**src/hw/rtl/vadi_pkg.sv**
```systemverilog
package vadi_pkg;

    localparam int ATTR_DEPTH   = 4096;
    localparam int UNIQUE_DEPTH = 4096;
    localparam int ATTR_AW      = $clog2(ATTR_DEPTH);
    localparam int UNIQUE_AW    = $clog2(UNIQUE_DEPTH);
    localparam int ATTR_CW      = ATTR_AW + 1;
    localparam int UNIQUE_CW    = UNIQUE_AW + 1;
    localparam int IDX_W        = 16;
    localparam int SLOT_W       = 12;
    localparam int REC_WORDS    = 8;
    localparam int REC_W        = 32 * REC_WORDS;
    localparam int S_DATA_W     = 152;
    localparam int M_DATA_W     = 272;
    localparam int M_USER_W     = 3;

    localparam logic [1:0] FUNC_POS    = 2'd0;
    localparam logic [1:0] FUNC_NRM    = 2'd1;
    localparam logic [1:0] FUNC_TEX    = 2'd2;
    localparam logic [1:0] FUNC_CORNER = 2'd3;

    localparam logic [1:0] ST_OK    = 2'd0;
    localparam logic [1:0] ST_FULL  = 2'd1;
    localparam logic [1:0] ST_RANGE = 2'd2;

    typedef struct packed {
        logic                 load;
        logic                 append;
        logic                 gather;
        logic                 scan_start;
        logic                 scan_step;
        logic                 commit;
        logic                 out_load;
        logic [1:0]           out_status;
        logic                 out_new;
        logic                 out_use_rec;
        logic                 out_use_hit;
    } vadi_cmd_t;

    typedef struct packed {
        logic                 attr_full;
        logic                 idx_ok;
        logic                 scan_match;
        logic                 scan_last;
        logic                 scan_empty;
        logic                 uniq_full;
    } vadi_sts_t;

endpackage

```
**src/hw/rtl/vadi_ctrl.sv**
```systemverilog
module vadi_ctrl (
    input  logic                aclk,
    input  logic                aresetn,
    input  logic                s_tvalid,
    output logic                s_tready,
    output logic                m_tvalid,
    input  logic                m_tready,
    input  logic [1:0]          in_func,
    input  vadi_pkg::vadi_sts_t sts,
    output vadi_pkg::vadi_cmd_t cmd
);

    typedef enum logic [5:0] {
        S_IDLE   = 6'b000001,
        S_APPEND = 6'b000010,
        S_CHECK  = 6'b000100,
        S_GATHER = 6'b001000,
        S_SCAN   = 6'b010000,
        S_DONE   = 6'b100000
    } state_t;

    state_t state_reg, state_next;
    logic   m_valid_reg, m_valid_next;
    logic   out_free;

    assign out_free = !m_valid_reg || m_tready;
    assign s_tready = (state_reg == S_IDLE) && aresetn;
    assign m_tvalid = m_valid_reg;

    always_comb begin
        state_next   = state_reg;
        m_valid_next = m_valid_reg && !m_tready;
        cmd          = '0;
        cmd.load     = s_tready && s_tvalid;
        case (state_reg)
            S_IDLE: begin
                if (s_tvalid) begin
                    state_next = (in_func == vadi_pkg::FUNC_CORNER) ? S_CHECK : S_APPEND;
                end
            end
            S_APPEND: begin
                if (out_free) begin
                    cmd.out_load   = 1'b1;
                    cmd.out_status = sts.attr_full ? vadi_pkg::ST_FULL : vadi_pkg::ST_OK;
                    cmd.append     = !sts.attr_full;
                    m_valid_next   = 1'b1;
                    state_next     = S_IDLE;
                end
            end
            S_CHECK: begin
                if (!sts.idx_ok) begin
                    if (out_free) begin
                        cmd.out_load   = 1'b1;
                        cmd.out_status = vadi_pkg::ST_RANGE;
                        m_valid_next   = 1'b1;
                        state_next     = S_IDLE;
                    end
                end else begin
                    cmd.gather = 1'b1;
                    state_next = S_GATHER;
                end
            end
            S_GATHER: begin
                if (sts.scan_empty) begin
                    state_next = S_DONE;
                end else begin
                    cmd.scan_start = 1'b1;
                    state_next     = S_SCAN;
                end
            end
            S_SCAN: begin
                if (sts.scan_match) begin
                    if (out_free) begin
                        cmd.out_load    = 1'b1;
                        cmd.out_use_rec = 1'b1;
                        cmd.out_use_hit = 1'b1;
                        m_valid_next    = 1'b1;
                        state_next      = S_IDLE;
                    end
                end else if (sts.scan_last) begin
                    state_next = S_DONE;
                end else begin
                    cmd.scan_step = 1'b1;
                end
            end
            S_DONE: begin
                if (out_free) begin
                    cmd.out_load    = 1'b1;
                    cmd.out_use_rec = 1'b1;
                    m_valid_next    = 1'b1;
                    if (sts.uniq_full) begin
                        cmd.out_status = vadi_pkg::ST_FULL;
                    end else begin
                        cmd.out_new = 1'b1;
                        cmd.commit  = 1'b1;
                    end
                    state_next = S_IDLE;
                end
            end
            default: state_next = S_IDLE;
        endcase
    end

    always_ff @(posedge aclk) begin
        if (!aresetn) begin
            state_reg   <= S_IDLE;
            m_valid_reg <= 1'b0;
        end else begin
            state_reg   <= state_next;
            m_valid_reg <= m_valid_next;
        end
    end

endmodule

```
**config.mk**
```make
export PLATFORM = sky130hd
export DESIGN_NAME = vadi_ctrl
export DESIGN_NICKNAME = d
export VERILOG_FILES = /design/src/hw/rtl/vadi_pkg.sv /design/src/hw/rtl/vadi_ctrl.sv
export SDC_FILE = /design/constraint.sdc
export NUM_CORES = 1
export LEC_CHECK = 0
export ABC_AREA = 1
export BUFFER_PORTS_ARGS = -buffer_cell sky130_fd_sc_hd__buf_2
export CORE_MARGIN = 2
export CORE_UTILIZATION = 46
export CTS_CLUSTER_SIZE = 24
export DETAILED_ROUTE_END_ITERATION = 8
export HOLD_SLACK_MARGIN = 0.15
export PLACE_DENSITY = 0.77
export RECOVER_POWER = 50
export SLEW_MARGIN = 40
export SYNTH_ARGS = -nofsm -noshare
export SYNTH_HDL_FRONTEND = slang
export SYNTH_SLANG_ARGS = --single-unit
export TNS_END_PERCENT = 10
```
**constraint.sdc**
```tcl
create_clock -name aclk -period 1.7 [get_ports aclk]
set_clock_uncertainty 0.2 [all_clocks]
set_input_delay 0.17 -clock aclk [delete_from_list [all_inputs] [get_ports aclk]]
set_output_delay 0.17 -clock aclk [all_outputs]
set_load 0.03 [all_outputs]
```
==> key figures <==
Run status
  • Status: finished, violations left
  • Violated checks: negative setup slack

Routing
  • # DRC: 0
  • First-iteration detailed-routing DRC count: 31
  • Drt pass-1 iters: 4
  • Routed WL: 2.079 mm
  • Drt wl/cell: 12.45 um
  • Routed vias: 813
  • Remaining antenna violation count: 0
  • Vias per cell: 4.868

GRT
  • Initial antenna violation count: 0
  • Vias in the first global route: 703
  • Total GRT Usage: 25.87%
  • First-pass GRT wire length: 2.808 mm
  • Grt total ovfl: 0
  • Largest net degree at the start of global routing: 8

Final layout
  • Diode count: 0
  • Synthesis-to-layout area growth: 65.66%
  • Nets@finish: 165
  • Share of layout cells above drive strength 1: 44.74%
  • Cell area after layout: 0.001032 mm^2
  • Largest register FFs: 6

Synthesis
  • Sequential fraction of the synthesis area: 22.49%
  • Distinct cells, synth: 19
  • Syn_nets: 118
  • YS warnings: 0
  • Cells after Synth: 106
  • Synthesized area: 623.1 um^2
  • Yosys reg bits: 7
  • Post-synthesis average cell area: 5.878 um^2

Power
  • VDD IR max: 0.3382 mV
  • Leakage: 0.5669 nW
  • Pwr Density: 599.1 mW/mm^2
  • Total power: 0.6185 mW

Clock tree
  • Clk slew on worst S/H paths: 60 ps
  • CTS tree: built
  • Clk sinks: 7
  • Root Driver: clkbuf_4
  • CTS H-tree lvls: 1
  • CTS max path bufs: 2
  • Num CTS Buffers: 3
  • Worst skew pair latency: 260 ps

STA
  • Worst Setup Slack, final: -62.41 ps
  • Final setup fails: 5
  • Max-slew headroom: 75.87%
  • Slew at the pin closest to its max-slew limit: 363.5 ps
  • Max Freq: 567.4 MHz
  • Hold slack: 191.1 ps
  • Final min period: 1762 ps
  • Setup TNS Final: -222.8 ps
  • Fin. Hold Viols: 0
  • RSZ-0062 raised after global routing: true
  • Fin crit share: 103.7%
  • Max-slew violations: 0

Floorplan
  • Die span in x: 40.81 um
  • Starting Density: 48.49%
  • Number of cell rows: 13
  • Die height: 40.81 um
  • I/O Pins: 26
  • Die area: 0.001665 mm^2
  • Core ar.: 0.001285 mm^2

Worst setup path
  • R2R depth: 8
  • Worst endpoint data arrival time: 1390 ps
  • CP startpoint kind: flip-flop
  • CP bufs+invs: 3
  • CP max stage delay: 360 ps
  • CP most frequent cell: buf_6
  • Worst setup path class: flip-flop to output pin
  • Internal reg-to-reg setup slack: 180 ps
  • R2r endpoint: state_reg[1]$_SDFFE_PN0P_
  • Data required, critical path: 1330 ps
  • Crit-path cells: nor2_4, buf_6, nand4_1, nand2_1, nor2_1, inv_1, buf_6
  • Worst path top cell family by delay: simple AND/OR/NAND/NOR gates
  • Reg2Reg Launch Point: state_reg[2]$_SDFFE_PN0P_
  • Critical Path End Type: output pin
  • CP max stage cell: dfxtp_4
  • Worst setup path start: state_reg[2]$_SDFFE_PN0P_
  • Crit-path max FO: 5

Placed design
  • Dpl cell area: 782.0 um^2
  • HPWL Detailed: 1.301 mm
  • Number of port buffers: 25
  • Pre-CTS WS: 101.1 ps
  • Routability congestion estimate: 0.8492

Worst hold path
  • WHS Endpoint: state_reg[4]$_SDFFE_PN0P_
  • Min-Delay Path Class: primary input to flip-flop
  • HP Start: sts[3]
  • WHS Path Cells: 7

Run
  • Max_cap viols: 0
through the flow:
step / cells / utilization [%]
floorplan: 106 / -
global placement: 147 / 60.86
detailed placement: 147 / 60.86
CTS: 165 / 77.12
global route: 167 / 80.33
finish: 167 / 80.33
layout make-up:
| cell class | instances | area (um^2) |
|---|---|---|
| multi-input combinational | 76 | 425.4 |
| timing repair buffer | 43 | 326.6 |
| fill | 96 | 252.7 |
| sequential | 7 | 151.4 |
| inverter | 22 | 82.58 |
| clock buffer | 3 | 22.52 |
| tap | 15 | 18.77 |
| clock inverter | 1 | 5.005 |
worst max-delay path by stage:
stage                        end  slack (ps)  cells past startpoint
final                     cmd[5]         -60                      7
after global routing      cmd[5]        -150                      8
after CTS                 cmd[5]         -50                      8
after detailed placement  cmd[5]         100                      8
after global placement    cmd[5]         170                      8
after floorplan           cmd[5]         -50                      5
synth_stat cells:
master / count / area [um^2]
a21oi_1: 1 / 5.000
buf_4: 1 / 7.510
dfxtp_1: 7 / 140.1
inv_1: 20 / 75.07
inv_2: 2 / 7.510
nand2_1: 20 / 75.07
nand2_2: 6 / 37.54
nand3_1: 8 / 40.04
nand3_2: 1 / 10.01
nand4_1: 6 / 37.54
nor2_1: 19 / 71.32
nor2_2: 3 / 18.77
nor2_4: 4 / 45.04
nor3_1: 2 / 10.01
nor3b_1: 1 / 7.510
o21ai_1: 1 / 5.000
o21ai_2: 2 / 17.52
o22ai_1: 1 / 6.260
or2_1: 1 / 6.260
layer usage:
layer | global-route usage (%) | up-vias | part of all wire, %
li1 | - | 420 | -
met1 | 30.49 | 365 | 44
met2 | 44.53 | 24 | 51
met3 | 4.348 | 4 | 3.7
met4 | 12.50 | 0 | 1.2
met5 | 0 | - | 0
cells in the final DEF, fill, tap and decap left out, types with 6 or more instances in the layout:
cell type	synthesis	routed
buf_2	0	13
buf_4	1	16
dfxtp_2	0	6
dlygate4sd3_1	0	8
inv_1	20	20
nand2_1	20	18
nand2_2	6	8
nand3_1	8	7
nand4_1	6	6
nor2_1	19	17
power breakdown:
group,total (mW),switching (mW),internal [mW]
registers,0.196,0.0173,0.178
logic,0.270,0.154,0.117
clock network,0.153,0.0666,0.0862
repair_timing:
item / CTS / global route
gates resized for setup: 20 / 14
buffers inserted: 5 / 2
endpoints found under the setup margin: 10 / 15
hold buffers: 9 / 0
hold endpoints to repair: 7 / 0
pin swaps: 8 / 7
worst register-to-register path, delay by kind of cell, from the launching register on:
family          cells  cell delay [ps]
compound gates      1              120
buf+inv             3              350
flops               1              360
simple gates        4              340
logic make-up (layout without fill, tap and decap cells):
logic type,after synthesis,in the layout,synth area share (%)
and+or+nand+nor,71,71,57.63
DFF,7,7,22.49
buffers and inverters,23,69,14.46
AOI/OAI and AO/OA,5,5,5.421
No activity file was read; power rests on OpenSTA's default activity.
